`src/rtl/core/mbde_pkg.sv`:
```
// ---------------------------------------------------------------------------
// Button debounce package
// Item types, configuration layout, register indexes and defaults.
// ---------------------------------------------------------------------------
package mbde_pkg;

    localparam int BUTTONS_DEFAULT     = 8;
    localparam int ACTION_BITS_DEFAULT = 4;
    localparam int QUEUE_DEPTH_DEFAULT = 2;

    localparam logic [15:0] DEBOUNCE_DELAY_RESET    = 16'd50;
    localparam logic [15:0] INTERRUPT_LOCKOUT_RESET = 16'd200;

    localparam int CFG_INDEX_BITS = 3;
    localparam int CFG_DATA_BITS  = 32;

    localparam logic [CFG_INDEX_BITS-1:0] REG_DEBOUNCE_DELAY    = 3'd0;
    localparam logic [CFG_INDEX_BITS-1:0] REG_BUTTON_COUNT      = 3'd1;
    localparam logic [CFG_INDEX_BITS-1:0] REG_ACTIVE_LOW_MASK   = 3'd2;
    localparam logic [CFG_INDEX_BITS-1:0] REG_ACTION_CODES      = 3'd3;
    localparam logic [CFG_INDEX_BITS-1:0] REG_INTERRUPT_ACTION  = 3'd4;
    localparam logic [CFG_INDEX_BITS-1:0] REG_INTERRUPT_LOCKOUT = 3'd5;

    localparam logic OP_INTERRUPT = 1'b0;
    localparam logic OP_POLL      = 1'b1;

    typedef struct packed {
        logic        opcode;
        logic [31:0] timestamp;
        logic [7:0]  button_levels;
    } t_in_item;

    typedef struct packed {
        logic [3:0] action_code;
        logic       from_interrupt;
        logic [2:0] button_index;
        logic       last_of_run;
    } t_out_item;

    typedef struct packed {
        logic [31:0] timestamp;
        logic [7:0]  button_levels;
        logic        irq_pending;
    } t_poll_cmd;

    typedef struct packed {
        logic [15:0] debounce_delay;
        logic [3:0]  button_count;
        logic [7:0]  active_low_mask;
        logic [31:0] action_codes;
        logic [3:0]  interrupt_action;
        logic [15:0] interrupt_lockout;
    } t_cfg;

endpackage

```
`src/rtl/core/multi_button_debounce_events.sv`:
```
// ---------------------------------------------------------------------------
// Multi-button debounce with press latch
// Debounces polled buttons and one interrupt button and reports presses.
// ---------------------------------------------------------------------------
// An interrupt item is absorbed by the front end and gives no result. A
// poll item is queued and then occupies the back end while it checks the
// clamped button count, one button per cycle while the output is not
// stalled; output stalls hold the back end. The input side takes one
// item per cycle while the two-entry command queue has room, and results of
// one poll leave in order with last_of_run set on the final one.
module multi_button_debounce_events import mbde_pkg::*; #(
    parameter int BUTTONS     = BUTTONS_DEFAULT,
    parameter int ACTION_BITS = ACTION_BITS_DEFAULT,
    parameter int QUEUE_DEPTH = QUEUE_DEPTH_DEFAULT
) (
    input  logic                      i_clk,
    input  logic                      i_rst_n,
    input  logic                      i_cfg_we,
    input  logic [CFG_INDEX_BITS-1:0] i_cfg_index,
    input  logic [CFG_DATA_BITS-1:0]  i_cfg_data,
    input  logic                      i_in_valid,
    input  t_in_item                  i_in_data,
    output logic                      o_in_stall,
    output logic                      o_out_valid,
    input  logic                      i_out_stall,
    output t_out_item                 o_out_data
);

    t_cfg      r_cfg;
    logic      q_full;
    logic      q_push;
    logic      q_pop;
    logic      q_valid;
    t_poll_cmd front_cmd;
    t_poll_cmd back_cmd;

    always_ff @(posedge i_clk) begin
        if (!i_rst_n) begin
            r_cfg.debounce_delay    <= DEBOUNCE_DELAY_RESET;
            r_cfg.button_count      <= 4'd0;
            r_cfg.active_low_mask   <= 8'd0;
            r_cfg.action_codes      <= 32'd0;
            r_cfg.interrupt_action  <= 4'd0;
            r_cfg.interrupt_lockout <= INTERRUPT_LOCKOUT_RESET;
        end else if (i_cfg_we) begin
            unique case (i_cfg_index)
                REG_DEBOUNCE_DELAY:    r_cfg.debounce_delay    <= i_cfg_data[15:0];
                REG_BUTTON_COUNT:      r_cfg.button_count      <= i_cfg_data[3:0];
                REG_ACTIVE_LOW_MASK:   r_cfg.active_low_mask   <= i_cfg_data[7:0];
                REG_ACTION_CODES:      r_cfg.action_codes      <= i_cfg_data[31:0];
                REG_INTERRUPT_ACTION:  r_cfg.interrupt_action  <= i_cfg_data[3:0];
                REG_INTERRUPT_LOCKOUT: r_cfg.interrupt_lockout <= i_cfg_data[15:0];
                default: begin
                end
            endcase
        end
    end

    mbde_front u_front (
        .i_clk      (i_clk),
        .i_rst_n    (i_rst_n),
        .i_cfg      (r_cfg),
        .i_in_valid (i_in_valid),
        .i_in_data  (i_in_data),
        .o_in_stall (o_in_stall),
        .i_q_full   (q_full),
        .o_push     (q_push),
        .o_cmd      (front_cmd)
    );

    mbde_queue #(
        .DEPTH (QUEUE_DEPTH)
    ) u_queue (
        .i_clk   (i_clk),
        .i_rst_n (i_rst_n),
        .i_push  (q_push),
        .i_data  (front_cmd),
        .o_full  (q_full),
        .i_pop   (q_pop),
        .o_valid (q_valid),
        .o_data  (back_cmd)
    );

    mbde_back #(
        .BUTTONS     (BUTTONS),
        .ACTION_BITS (ACTION_BITS)
    ) u_back (
        .i_clk       (i_clk),
        .i_rst_n     (i_rst_n),
        .i_cfg       (r_cfg),
        .i_cmd_valid (q_valid),
        .i_cmd       (back_cmd),
        .o_pop       (q_pop),
        .o_out_valid (o_out_valid),
        .i_out_stall (i_out_stall),
        .o_out_data  (o_out_data)
    );

endmodule

```
`src/rtl/core/mbde_front.sv`:
```
// ---------------------------------------------------------------------------
// Button debounce front end
// Accepts items, applies the interrupt lockout and queues poll commands.
// ---------------------------------------------------------------------------
module mbde_front import mbde_pkg::*; (
    input  logic      i_clk,
    input  logic      i_rst_n,
    input  t_cfg      i_cfg,
    input  logic      i_in_valid,
    input  t_in_item  i_in_data,
    output logic      o_in_stall,
    input  logic      i_q_full,
    output logic      o_push,
    output t_poll_cmd o_cmd
);

    logic        r_irq_pending;
    logic [31:0] r_last_irq_time;
    logic        accept;
    logic [31:0] elapsed;

    assign o_in_stall = i_q_full;
    assign accept     = i_in_valid && !i_q_full;
    assign o_push     = accept && (i_in_data.opcode == OP_POLL);
    assign elapsed    = i_in_data.timestamp - r_last_irq_time;

    assign o_cmd.timestamp     = i_in_data.timestamp;
    assign o_cmd.button_levels = i_in_data.button_levels;
    assign o_cmd.irq_pending   = r_irq_pending;

    always_ff @(posedge i_clk) begin
        if (!i_rst_n) begin
            r_irq_pending   <= 1'b0;
            r_last_irq_time <= 32'd0;
        end else if (accept) begin
            if (i_in_data.opcode == OP_POLL) begin
                r_irq_pending <= 1'b0;
            end else if (elapsed > 32'(i_cfg.interrupt_lockout)) begin
                r_irq_pending   <= 1'b1;
                r_last_irq_time <= i_in_data.timestamp;
            end
        end
    end

endmodule

```
`src/rtl/core/mbde_queue.sv`:
```
// ---------------------------------------------------------------------------
// Button debounce command queue
// Small register FIFO between the front end and the back end.
// ---------------------------------------------------------------------------
module mbde_queue import mbde_pkg::*; #(
    parameter int DEPTH = QUEUE_DEPTH_DEFAULT
) (
    input  logic      i_clk,
    input  logic      i_rst_n,
    input  logic      i_push,
    input  t_poll_cmd i_data,
    output logic      o_full,
    input  logic      i_pop,
    output logic      o_valid,
    output t_poll_cmd o_data
);

    localparam int PW = (DEPTH > 1) ? $clog2(DEPTH) : 1;
    localparam int CW = $clog2(DEPTH + 1);

    t_poll_cmd         r_mem [DEPTH];
    logic [PW-1:0]     r_wr_ptr;
    logic [PW-1:0]     r_rd_ptr;
    logic [CW-1:0]     r_count;
    logic              do_push;
    logic              do_pop;

    assign o_full  = (r_count == CW'(DEPTH));
    assign o_valid = (r_count != '0);
    assign o_data  = r_mem[r_rd_ptr];
    assign do_push = i_push && !o_full;
    assign do_pop  = i_pop && o_valid;

    always_ff @(posedge i_clk) begin
        if (do_push) begin
            r_mem[r_wr_ptr] <= i_data;
        end
    end

    always_ff @(posedge i_clk) begin
        if (!i_rst_n) begin
            r_wr_ptr <= '0;
            r_rd_ptr <= '0;
            r_count  <= '0;
        end else begin
            if (do_push) begin
                r_wr_ptr <= (r_wr_ptr == PW'(DEPTH - 1)) ? '0 : r_wr_ptr + PW'(1);
            end
            if (do_pop) begin
                r_rd_ptr <= (r_rd_ptr == PW'(DEPTH - 1)) ? '0 : r_rd_ptr + PW'(1);
            end
            if (do_push && !do_pop) begin
                r_count <= r_count + CW'(1);
            end else if (do_pop && !do_push) begin
                r_count <= r_count - CW'(1);
            end
        end
    end

endmodule

```
`src/rtl/core/mbde_back.sv`:
```
// ---------------------------------------------------------------------------
// Button debounce back end
// Steps through the buttons of one poll and emits the resulting items.
// ---------------------------------------------------------------------------
module mbde_back import mbde_pkg::*; #(
    parameter int BUTTONS     = BUTTONS_DEFAULT,
    parameter int ACTION_BITS = ACTION_BITS_DEFAULT
) (
    input  logic      i_clk,
    input  logic      i_rst_n,
    input  t_cfg      i_cfg,
    input  logic      i_cmd_valid,
    input  t_poll_cmd i_cmd,
    output logic      o_pop,
    output logic      o_out_valid,
    input  logic      i_out_stall,
    output t_out_item o_out_data
);

    localparam int IW   = (BUTTONS > 1) ? $clog2(BUTTONS) : 1;
    localparam int CW   = $clog2(BUTTONS + 1);
    localparam int CMPW = (CW > 4) ? CW : 4;

    typedef enum logic {
        ST_IDLE,
        ST_RUN
    } t_state;

    t_state            r_state;
    logic [CW-1:0]     r_idx;
    logic [31:0]       r_now;
    logic [7:0]        r_levels;
    logic              r_hold_valid;
    t_out_item         r_hold;
    logic              r_out_valid;
    t_out_item         r_out;
    logic              r_pressed     [BUTTONS];
    logic [31:0]       r_change_time [BUTTONS];
    logic              r_awaiting    [BUTTONS];

    logic [CMPW-1:0]        count_ext;
    logic [CW-1:0]          count;
    logic [IW-1:0]          bi;
    logic [7:0]             idx_ext;
    logic [7:0]             shift;
    logic [31:0]            shifted;
    logic [ACTION_BITS-1:0] act_raw;
    logic [7:0]             act8;
    logic                   lvl;
    logic                   act_low;
    logic                   pressed;
    logic                   stable;
    logic                   emit;
    logic                   out_free;
    logic                   in_range;
    logic                   load_out;
    t_out_item              new_item;
    t_out_item              hold_out;

    assign count_ext = CMPW'(i_cfg.button_count);
    assign count     = (count_ext > CMPW'(BUTTONS)) ? CW'(BUTTONS) : CW'(count_ext);
    assign in_range  = (r_idx < count);
    assign bi        = r_idx[IW-1:0];
    assign idx_ext   = 8'(r_idx);
    assign lvl       = (idx_ext < 8'd8) ? r_levels[idx_ext[2:0]] : 1'b0;
    assign act_low   = (idx_ext < 8'd8) ? i_cfg.active_low_mask[idx_ext[2:0]] : 1'b0;
    assign pressed   = lvl ^ act_low;
    assign stable    = (pressed == r_pressed[bi])
                       && ((r_now - r_change_time[bi]) > 32'(i_cfg.debounce_delay));
    assign emit      = stable && pressed && !r_awaiting[bi];

    assign shift     = 8'(idx_ext * 8'(ACTION_BITS));
    assign shifted   = (shift < 8'd32) ? (i_cfg.action_codes >> shift[4:0]) : 32'd0;
    assign act_raw   = shifted[ACTION_BITS-1:0];
    assign act8      = 8'(act_raw);

    assign new_item.action_code    = act8[3:0];
    assign new_item.from_interrupt = 1'b0;
    assign new_item.button_index   = idx_ext[2:0];
    assign new_item.last_of_run    = 1'b0;

    assign hold_out.action_code    = r_hold.action_code;
    assign hold_out.from_interrupt = r_hold.from_interrupt;
    assign hold_out.button_index   = r_hold.button_index;
    assign hold_out.last_of_run    = !in_range;

    assign out_free    = !r_out_valid || !i_out_stall;
    assign load_out    = (r_state == ST_RUN) && out_free && r_hold_valid
                         && (!in_range || emit);
    assign o_pop       = (r_state == ST_IDLE) && i_cmd_valid;
    assign o_out_valid = r_out_valid;
    assign o_out_data  = r_out;

    always_ff @(posedge i_clk) begin
        if (!i_rst_n) begin
            r_state      <= ST_IDLE;
            r_idx        <= '0;
            r_hold_valid <= 1'b0;
            r_out_valid  <= 1'b0;
            for (int i = 0; i < BUTTONS; i++) begin
                r_pressed[i]     <= 1'b0;
                r_change_time[i] <= 32'd0;
                r_awaiting[i]    <= 1'b0;
            end
        end else begin
            if (load_out) begin
                r_out       <= hold_out;
                r_out_valid <= 1'b1;
            end else if (r_out_valid && !i_out_stall) begin
                r_out_valid <= 1'b0;
            end
            unique case (r_state)
                ST_IDLE: begin
                    if (i_cmd_valid) begin
                        r_state                    <= ST_RUN;
                        r_idx                      <= '0;
                        r_now                      <= i_cmd.timestamp;
                        r_levels                   <= i_cmd.button_levels;
                        r_hold_valid               <= i_cmd.irq_pending;
                        r_hold.action_code         <= i_cfg.interrupt_action;
                        r_hold.from_interrupt      <= 1'b1;
                        r_hold.button_index        <= 3'd0;
                        r_hold.last_of_run         <= 1'b0;
                    end
                end
                ST_RUN: begin
                    if (out_free) begin
                        if (in_range) begin
                            if (pressed != r_pressed[bi]) begin
                                r_change_time[bi] <= r_now;
                            end
                            if (emit) begin
                                r_awaiting[bi] <= 1'b1;
                            end else if (stable && !pressed) begin
                                r_awaiting[bi] <= 1'b0;
                            end
                            r_pressed[bi] <= pressed;
                            if (emit) begin
                                r_hold       <= new_item;
                                r_hold_valid <= 1'b1;
                            end
                            r_idx <= r_idx + CW'(1);
                        end else begin
                            r_hold_valid <= 1'b0;
                            r_state      <= ST_IDLE;
                        end
                    end
                end
                default: begin
                    r_state <= ST_IDLE;
                end
            endcase
        end
    end

endmodule

```
`config.mk`:
```
export PLATFORM = sky130hd
export DESIGN_NAME = multi_button_debounce_events
export DESIGN_NICKNAME = d
export VERILOG_FILES = /design/src/rtl/core/mbde_pkg.sv /design/src/rtl/core/multi_button_debounce_events.sv /design/src/rtl/core/mbde_front.sv /design/src/rtl/core/mbde_queue.sv /design/src/rtl/core/mbde_back.sv
export SDC_FILE = /design/constraint.sdc
export NUM_CORES = 1
export LEC_CHECK = 0
export ABC_AREA = 1
export BUFFER_PORTS_ARGS = -buffer_cell sky130_fd_sc_hd__buf_2
export CORE_MARGIN = 5
export CORE_UTILIZATION = 57
export DETAILED_ROUTE_END_ITERATION = 16
export HOLD_SLACK_MARGIN = 0.06
export PLACE_DENSITY = 0.81
export SYNTH_ARGS = -nofsm -noshare
export SYNTH_HDL_FRONTEND = slang
export SYNTH_SLANG_ARGS = --single-unit
```
`constraint.sdc`:
```
create_clock -name i_clk -period 4.96 [get_ports i_clk]
set_input_delay 0.744 -clock i_clk [delete_from_list [all_inputs] [get_ports i_clk]]
set_output_delay 0.744 -clock i_clk [all_outputs]
set_load 0.05 [all_outputs]
```
# After elaboration in Yosys (flattened, before gate mapping)
# Memories as Yosys holds them, arrays and structs flattened. A register that Yosys moved wholly into a read port is not among the register bits.
# Cells that the tools add are included.
[word_totals] reg_bits=181 latchBits=0 mem_bits_rw=354 mem_bits_ro=0 in_bits=81 word_cells=184 n_memories=4
[mem_list] memory="u_back.r_change_time" depth=8 word_bits=32 read_ports=1 rd_ports_with_merged_regs=1 write_ports=8 line="mbde_back.sv:38" source="logic [31:0] r_change_time [BUTTONS];"
[mem_list] memory="u_queue.r_mem" depth=2 word_bits=41 read_ports=1 rd_ports_with_merged_regs=1 write_ports=1 line="mbde_queue.sv:21" source="t_poll_cmd r_mem [DEPTH];"
[mem_list] memory="u_back.r_awaiting" depth=8 word_bits=1 read_ports=1 rd_ports_with_merged_regs=1 write_ports=8 line="mbde_back.sv:39" source="logic r_awaiting [BUTTONS];"
[mem_list] memory="u_back.r_pressed" depth=8 word_bits=1 read_ports=1 rd_ports_with_merged_regs=1 write_ports=8 line="mbde_back.sv:37" source="logic r_pressed [BUTTONS];"
[classes] add_sub_neg=7 mul=0 div_mod_pow=0 n_lt_le_gt_ge=7 eq_ne=13 shift=1 n_mux=78 n_bitwise=4 reduce_logical=46
[op_table] cell="32-bit by 16-bit > comparator with 1-bit output" count=2
[op_table] cell="32-bit subtractor" count=2
[op_table] cell="1-bit 2-to-1 mux" count=51
[op_table] cell="9-bit 2-to-1 mux" count=4
[op_table] cell="32-bit 2-to-1 mux" count=1
[op_table] cell="32-bit OR reduction" count=1
[op_table] cell="32-bit by 5-bit >> shifter with 4-bit output" count=1
[op_table] cell="3-bit 2-to-1 mux" count=9
[op_table] cell="4-bit 2-to-1 mux" count=5
[op_table] cell="9-bit case mux with 2 select lines" count=1
[op_table] cell="2-bit AND reduction" count=8
[op_table] cell="1-bit logical AND" count=15
[op_table] cell="3-bit AND reduction" count=4
[op_table] cell="1-bit logical NOT" count=8
[op_table] cell="4-bit case mux with 2 select lines" count=1
[op_table] cell="2-bit nonzero test" count=4
[op_table] cell="1-bit binary-select mux with 3-bit select" count=2
[op_table] cell="3-bit by 2-bit equality test with 1-bit output, second input constant" count=2
[op_table] cell="3-bit equality test, second input constant" count=2
[op_table] cell="6-bit less-than comparator, second input constant" count=1
[op_table] cell="2-bit != test, second input constant" count=3
[op_table] cell="5-bit AND reduction" count=1
[op_table] cell="4-bit by 1-bit adder with 4-bit output, second input constant" count=1
[op_table] cell="4-bit > comparator, second input constant" count=1
[op_table] cell="20 further kinds" count=26

# Depth between registers and ports, before layout
# Gate-level depths: netlist of the first run.
[logic_depth] ltp_word=17 mapped_depth=38 ltp_nobuf=35

# By module
# From an unflattened synthesis of the first run, not the netlist that was laid out.
[unflattened] hier_cells=3471 hier_area_um2=28977.8
[by_module_without_submodules] mod="mbde_back" instances=1 cells_per_inst=1921 area_per_inst_um2=17302.8 seq_area_each_um2=9919.5
[by_module_without_submodules] mod="mbde_front" instances=1 cells_per_inst=909 area_per_inst_um2=5022.3 seq_area_each_um2=660.6
[by_module_without_submodules] mod="mbde_queue" instances=1 cells_per_inst=165 area_per_inst_um2=3410.8 seq_area_each_um2=2562.5
[by_module_without_submodules] mod="multi_button_debounce_events" instances=1 cells_per_inst=476 area_per_inst_um2=3241.9 seq_area_each_um2=1601.5

# Worst setup path after synthesis of the first run
# Ideal clock, no wire load.
[synth_path] path_type="register to register" startpoint="register with a tool-made name" endpoint="register u_back.r_hold (netlist bit u_back.hold_out[1]) (enable)" arrival_ps=4806 setup_slack_ps=-232 stages_incl_launch_ff=35 n_path_buf=4 cell_sequence="dfxtp_1 -> clkbuf_1 -> clkbuf_1 -> clkbuf_1 -> clkbuf_1 -> o21ai_0 -> o221ai_1 -> o21ai_0 -> ha_1 -> nand2_1 -> nand2_1 -> inv_1 -> nand2_1 -> inv_1 -> nand2_1 -> nand2_1 -> nand2_1 -> xor2_1 -> ha_1 -> nand2_1 -> nor2_1 -> nand2_1 -> nor2_1 -> nand2_1 -> nand2_1 -> nor2_1 -> nor2_1 -> nor2_1 -> nand2_1 -> nor2_1 -> nand2_1 -> nor2_1 -> nand2_1 -> nand2_1 -> a211oi_1"
[synth_rtl] element="end signal: assignment" line="mbde_back.sv:139" source="r_hold <= new_item;"
[synth_rtl] element="end: declaration" line="mbde_back.sv:34" source="t_out_item r_hold;"

==> flow_summary.json, run 1 <==
{
  "synth_cells": 3096,
  "grt_pass1_vias": 21700,
  "hold_depth": 1,
  "design_area_um2": 30400,
  "dp_cells": 3722,
  "start_util_pct": 57.3,
  "min_path_type": "input pin to flip-flop",
  "setup_viol": 0,
  "grt_overflow": 0,
  "yosysMostFrequentCell": "nor2_1",
  "worst_hold_path.endpoint": "u_queue.r_mem[0][2]",
  "die_w_um": 229,
  "grt_pass1_wl_mm": 113,
  "r2r_end": "u_back.hold_out[4]",
  "wl_per_cell_um": 19.2,
  "dieArea_um2": 52300,
  "critPathMaxFanout": 24,
  "finalNetCount": 3354,
  "fin_cells": 3829,
  "core_um2": 47500,
  "ios": 92,
  "vias": 22200,
  "rows": 80,
  "viasPerCell": 5.79,
  "synth_edf_count": 395,
  "cpMaxStageDelayCell": "dfxtp_4",
  "path_clk_slew_ns": 0.06,
  "cts_buffers": 55,
  "ys_top_cells_by_count": "nor2_1 (594), nand2_1 (514), edfxtp_1 (395)",
  "synth_area_per_cell_um2": 8.80,
  "drtIter0Drc": 2527,
  "timing.fmax_mhz": 215,
  "start_kind": "flip-flop",
  "insertedDiodeCount": 0,
  "slew_violations": 0,
  "grt_max_degree": 104,
  "r2r_slack_ns": 0.32,
  "arrival_ns": 4.97,
  "cts_buffer_depth": 3,
  "synth_warnings": 0,
  "reg2reg_depth": 34,
  "hold_viol_final": 0,
  "status": "finished clean",
  "vdd_ir_drop_max_v": 0.000341,
  "port_buffers": 91,
  "yosys.area.top_type_share_pct": 43.5,
  "synth_cell_types": 49,
  "power_mw": 12.9,
  "finalCritPeriodShare_pct": 93.6,
  "htree_levels": 2,
  "die_h_um": 229,
  "relSlewSlack_pct": 20.9,
  "required_ns": 5.28,
  "power_density_nw_per_um2": 426,
  "ant_nets": 0,
  "hold_buffers": 0,
  "place.gp.congestion": 0.918,
  "async_flop_share_pct": 0,
  "fin_tns_setup_ns": 0,
  "clockRootBuffer": "clkbuf_16",
  "clk_latency_ns": 0.63,
  "holdCritStartpoint": "i_in_data[1]",
  "areaGrowthSynthToFinish_pct": 11.4,
  "timing.critical_path.mode_cell": "nand2_1",
  "placed_area_um2": 28300,
  "worstMarginPinSlew_ns": 1.18,
  "drcViolationCount": 0,
  "wl_mm": 73.7,
  "ys_seq_elements": 539,
  "cts_tree": "yes",
  "min_period_ns": 4.64,
  "cp-end-kind": "flip-flop",
  "dp_hpwl_mm": 48.8,
  "fin_skew_ns": 0.0241,
  "dr.pass1.iters": 10,
  "cpPeakStageDelay_ns": 0.43,
  "seq_area_frac_synth_pct": 54.1,
  "synthTopCellsByArea": "edfxtp_1 (44%), dfxtp_1 (11%), nor2_1 (8.2%), nand2_1 (7.1%), o21ai_0 (5.1%)",
  "yosysTopAreaCell": "edfxtp_1",
  "cap_violations": 0,
  "path_class": "flip-flop to flip-flop",
  "synth_ff_type": "edfxtp_1",
  "syn-cell-area_um2": 27200,
  "drive_gt1_share_pct": 9.93,
  "hold_slack_ns": 0.303,
  "cts_num_sinks": 539,
  "power.static_leakage_nw": 12.8,
  "antenna_found_initial": 1,
  "syn-num-nets": 3280,
  "grt.total_usage_pct": 27.0
}
[metal layers]
metal  vias to the layer above  routed length [µm]  global-route usage, %
li1                      10500                   -                      -
met1                     10400               28800                   35.3
met2                      1125               35200                   45.1
met3                       185                6950                   4.88
met4                         0                2700                   10.5
met5                         -                   0                      0
[final cells by class]
type | instances | area [µm²]
Fill cell | 3774 | 17200
Sequential cell | 539 | 14800
Multi-Input combinational cell | 2054 | 10500
Clock buffer | 66 | 1460
Inverter | 378 | 1430
Timing Repair Buffer | 141 | 983
Tap cell | 615 | 769
Clock inverter | 35 | 442
Timing Repair inverter | 1 | 7.51
[critical path: cells and delay by family, from the launching register on]
kind / cells / cell delay (ns)
AO/OA/AOI/OAI: 4 / 0.69
XOR/XNOR: 1 / 0.14
adder cells (fa/ha/maj): 2 / 0.63
buffers and inverters: 5 / 0.77
flip-flops: 1 / 0.43
AND/OR/NAND/NOR: 22 / 1.66
[metrics by stage]
| step | worst slack, ns | util, % |
|---|---|---|
| floorplan | 0.0189 | - |
| global placement | 0.275 | 59.5 |
| detailed placement | 0.218 | 59.5 |
| CTS | 0.192 | 63.5 |
| global route | -0.0125 | 63.8 |
| finish | 0.315 | 63.8 |
[kinds of logic (layout without fill, tap and decap cells)]
kind of cell / count (synthesis) / in the layout / synth area share [%]
muxes: 41 / 41 / 1.69
and+or+nand+nor: 1298 / 1298 / 19.2
adders and majority gates: 103 / 103 / 4.78
DFF: 539 / 539 / 54.1
xor gates and xnor gates: 29 / 29 / 0.932
AOI/OAI and AO/OA: 583 / 583 / 11.7
buffers and inverters: 503 / 621 / 7.63
[registers in the layout, indices dropped and copies added (netlist names), 2 cells and up, named ones only]
signal                   flops
u_front.r_last_irq_time     32
u_queue.r_mem               82
r_cfg                       80
u_back.r_awaiting            8
u_back.r_levels              8
u_back.hold_out              8
u_back.r_pressed             8
u_back.r_now                32
u_back.r_idx                 4
u_back.o_out_data            9
u_queue.r_count              2
u_back.r_change_time       256
[worst max-delay path by stage]
stage / to / slack [ns] / cells after the start
after floorplan: u_back.hold_out[1] / 0.02 / 34
after global placement: u_back.o_out_data[0] / 0.27 / 31
after detailed placement: u_back.o_out_data[1] / 0.22 / 34
after CTS: u_back.o_out_data[2] / 0.19 / 34
after global routing: u_back.o_out_data[5] / -0.01 / 32
final: u_back.hold_out[4] / 0.32 / 34
[layout by cell type (no fill, tap or decap), types with 90 or more instances in the layout]
master    count
a21oi_1     187
buf_2        90
dfxtp_1     140
edfxtp_1    395
ha_1         99
inv_1       360
nand2_1     514
nand3_1     126
nor2_1      587
o21ai_0     273
[report_power, final]
group	switching, mW	internal [mW]
registers	0.222	5.20
clock network	1.81	2.54
logic	2.08	1.07
[what timing repair did]
item	CTS	global route
hold endpoints to repair	0	0
endpoints found under the setup margin	0	27
resized for setup	0	28
buffers inserted	0	2
(Power assumes the default switching activity.)
==> run 2: changes to the inputs <==
--- a/config.mk
+++ b/config.mk
@@ -8,4 +8,5 @@
 export ABC_AREA = 1
 export BUFFER_PORTS_ARGS = -buffer_cell sky130_fd_sc_hd__buf_2
+export CORE_ASPECT_RATIO = 0.8
 export CORE_MARGIN = 5
 export CORE_UTILIZATION = 57
@@ -13,4 +14,5 @@
 export HOLD_SLACK_MARGIN = 0.06
 export PLACE_DENSITY = 0.81
+export SETUP_SLACK_MARGIN = 0.2
 export SYNTH_ARGS = -nofsm -noshare
 export SYNTH_HDL_FRONTEND = slang
==> constraint.sdc (replaced) <==
create_clock -name i_clk -period 4.96 [get_ports i_clk]
set_input_delay 0.496 -clock i_clk [delete_from_list [all_inputs] [get_ports i_clk]]
set_output_delay 0.496 -clock i_clk [all_outputs]
set_load 0.05 [all_outputs]
==> flow_summary.json, run 2 (same netlist as run 1, synthesis figures left out) <==
{
  "timing.fmax_mhz": 219,
  "insertedDiodeCount": 0,
  "htree_levels": 2,
  "finalNetCount": 3380,
  "viasPerCell": 5.89,
  "timing.critical_path.mode_cell": "nand2_1",
  "core_um2": 47200,
  "clockRootBuffer": "clkbuf_16",
  "antenna_found_initial": 1,
  "start_kind": "flip-flop",
  "final_util_pct": 64.8,
  "status": "finished clean",
  "drtIter0Drc": 2680,
  "areaGrowthSynthToFinish_pct": 12.2,
  "vias": 22700,
  "hold_slack_ns": 0.0881,
  "power_density_nw_per_um2": 415,
  "critPathMaxFanout": 18,
  "design_area_um2": 30600,
  "slew_violations": 0,
  "arrival_ns": 4.88,
  "cp-end-kind": "flip-flop",
  "holdCritStartpoint": "i_in_data[0]",
  "finalCritPeriodShare_pct": 91.9,
  "layout_common_cells": "nor2_1 (583), nand2_1 (506), edfxtp_1 (395), inv_1 (360), o21ai_0 (265)",
  "regArea_um2": 14800,
  "setup_viol": 0,
  "multiInputGateArea_um2": 10600,
  "fin_skew_ns": 0.0192,
  "drive_gt1_share_pct": 10.8,
  "placed_area_um2": 28500,
  "cts_tree": "yes",
  "ios": 92,
  "largest_reg_flops": 256,
  "grt_max_degree": 82,
  "start_util_pct": 57.8,
  "fillers": 3683,
  "fin_tns_setup_ns": 0,
  "cts_buffers": 51,
  "dr.pass1.iters": 6,
  "mostFrequentLayoutCell": "nor2_1",
  "vdd_ir_drop_max_v": 0.000322,
  "dp_hpwl_mm": 51.6,
  "hold_depth": 1,
  "place.gp.congestion": 1.04,
  "grt_pass1_vias": 21100,
  "die_h_um": 206,
  "min_path_type": "input pin to flip-flop",
  "relSlewSlack_pct": 14.3,
  "path_class": "flip-flop to flip-flop",
  "rows": 71,
  "power.static_leakage_nw": 12.9,
  "wl_mm": 76.8,
  "wl_per_cell_um": 19.9,
  "clk_latency_ns": 0.61,
  "die_w_um": 254,
  "reg_top3": "u_back.r_change_time (256), u_queue.r_mem (82), r_cfg (80)",
  "hold_viol_final": 0,
  "cap_violations": 0,
  "rsz0062_at_grt": "false",
  "dieArea_um2": 52300,
  "power_mw": 12.7,
  "port_buffers": 91,
  "cts_num_sinks": 539,
  "regMostFlops": "u_back.r_change_time",
  "ant_nets": 0,
  "path_clk_slew_ns": 0.07,
  "grt.total_usage_pct": 28.1,
  "cpMaxStageDelayCell": "dfxtp_4",
  "grt_overflow": 0,
  "grt_pass1_wl_mm": 116,
  "cts_buffer_depth": 3,
  "reg2reg_depth": 32,
  "min_period_ns": 4.56,
  "worstMarginPinSlew_ns": 1.28,
  "cpPeakStageDelay_ns": 0.45,
  "drcViolationCount": 0,
  "required_ns": 5.28
}
run 2: cell types whose count changed in the layout (fill, tap and decap cells not counted), moves of 5 or more:
cell      before  now
o21ai_0      273  265
nand2_2        3   11
nand2_1      514  506
o21ai_1       15   20
buf_4         40   57
clkinv_1      11   16
buf_12         5   10
run 2: through the flow:
stage / std cells / setup WS, ns
2_1_floorplan: 3096 / 0.212
3_3_place_gp: 3746 / 0.248
3_5_place_dp: 3746 / 0.108
4_1_cts: 3843 / 0.207
5_1_grt: 3858 / 0.0948
6_report: 3858 / 0.403
run 2: cell type report:
class,count,area share [%]
Tap cell,620,2.54
Sequential cell,539,48.3
Clock inverter,32,0.929
Clock buffer,63,4.35
Multi-Input combinational cell,2054,34.6
Timing Repair Buffer,172,4.58
Inverter,378,4.71
run 2: metal layers:
layer  global-route usage, %  wire length (µm)
met1                    41.0             31600
met2                    43.3             34300
met5                       0                 7
met4                    9.28              2140
met3                    4.78              8730
run 2: where the power goes:
group / total [mW] / switching, mW / internal (mW) / leakage, nW
Clock: 3.86 / 1.73 / 2.13 / 0.794
Sequential: 5.46 / 0.258 / 5.20 / 5.10
Combinational: 3.38 / 2.19 / 1.19 / 7.00
Total: 12.7 / 4.17 / 8.52 / 12.9
run 2: timing repair:
item,4_1_cts,5_1_grt
setup endpoints to repair,17,27
hold endpoints to repair,2,0
resized for setup,5,59
hold buffers,1,0
pin swaps,1,11
gates cloned,1,8
setup buffers,0,7
run 2: worst paths after layout:
| path | end | slack, ns |
|---|---|---|
| max | u_back.hold_out[1] | 0.40 |
| max reg2reg | u_back.hold_out[1] | 0.40 |
| min reg2reg | u_back.o_out_data[1] | 0.42 |
| min | u_queue.r_mem[0][1] | 0.09 |
run 2: critical path, delay by kind of cell (launching register included):
| family | cells | cell delay (ns) |
|---|---|---|
| buf+inv | 5 | 0.70 |
| compound gates | 4 | 0.77 |
| flops | 1 | 0.45 |
| simple gates | 20 | 1.64 |
| fa+ha+maj | 2 | 0.55 |
| xor+xnor | 1 | 0.17 |
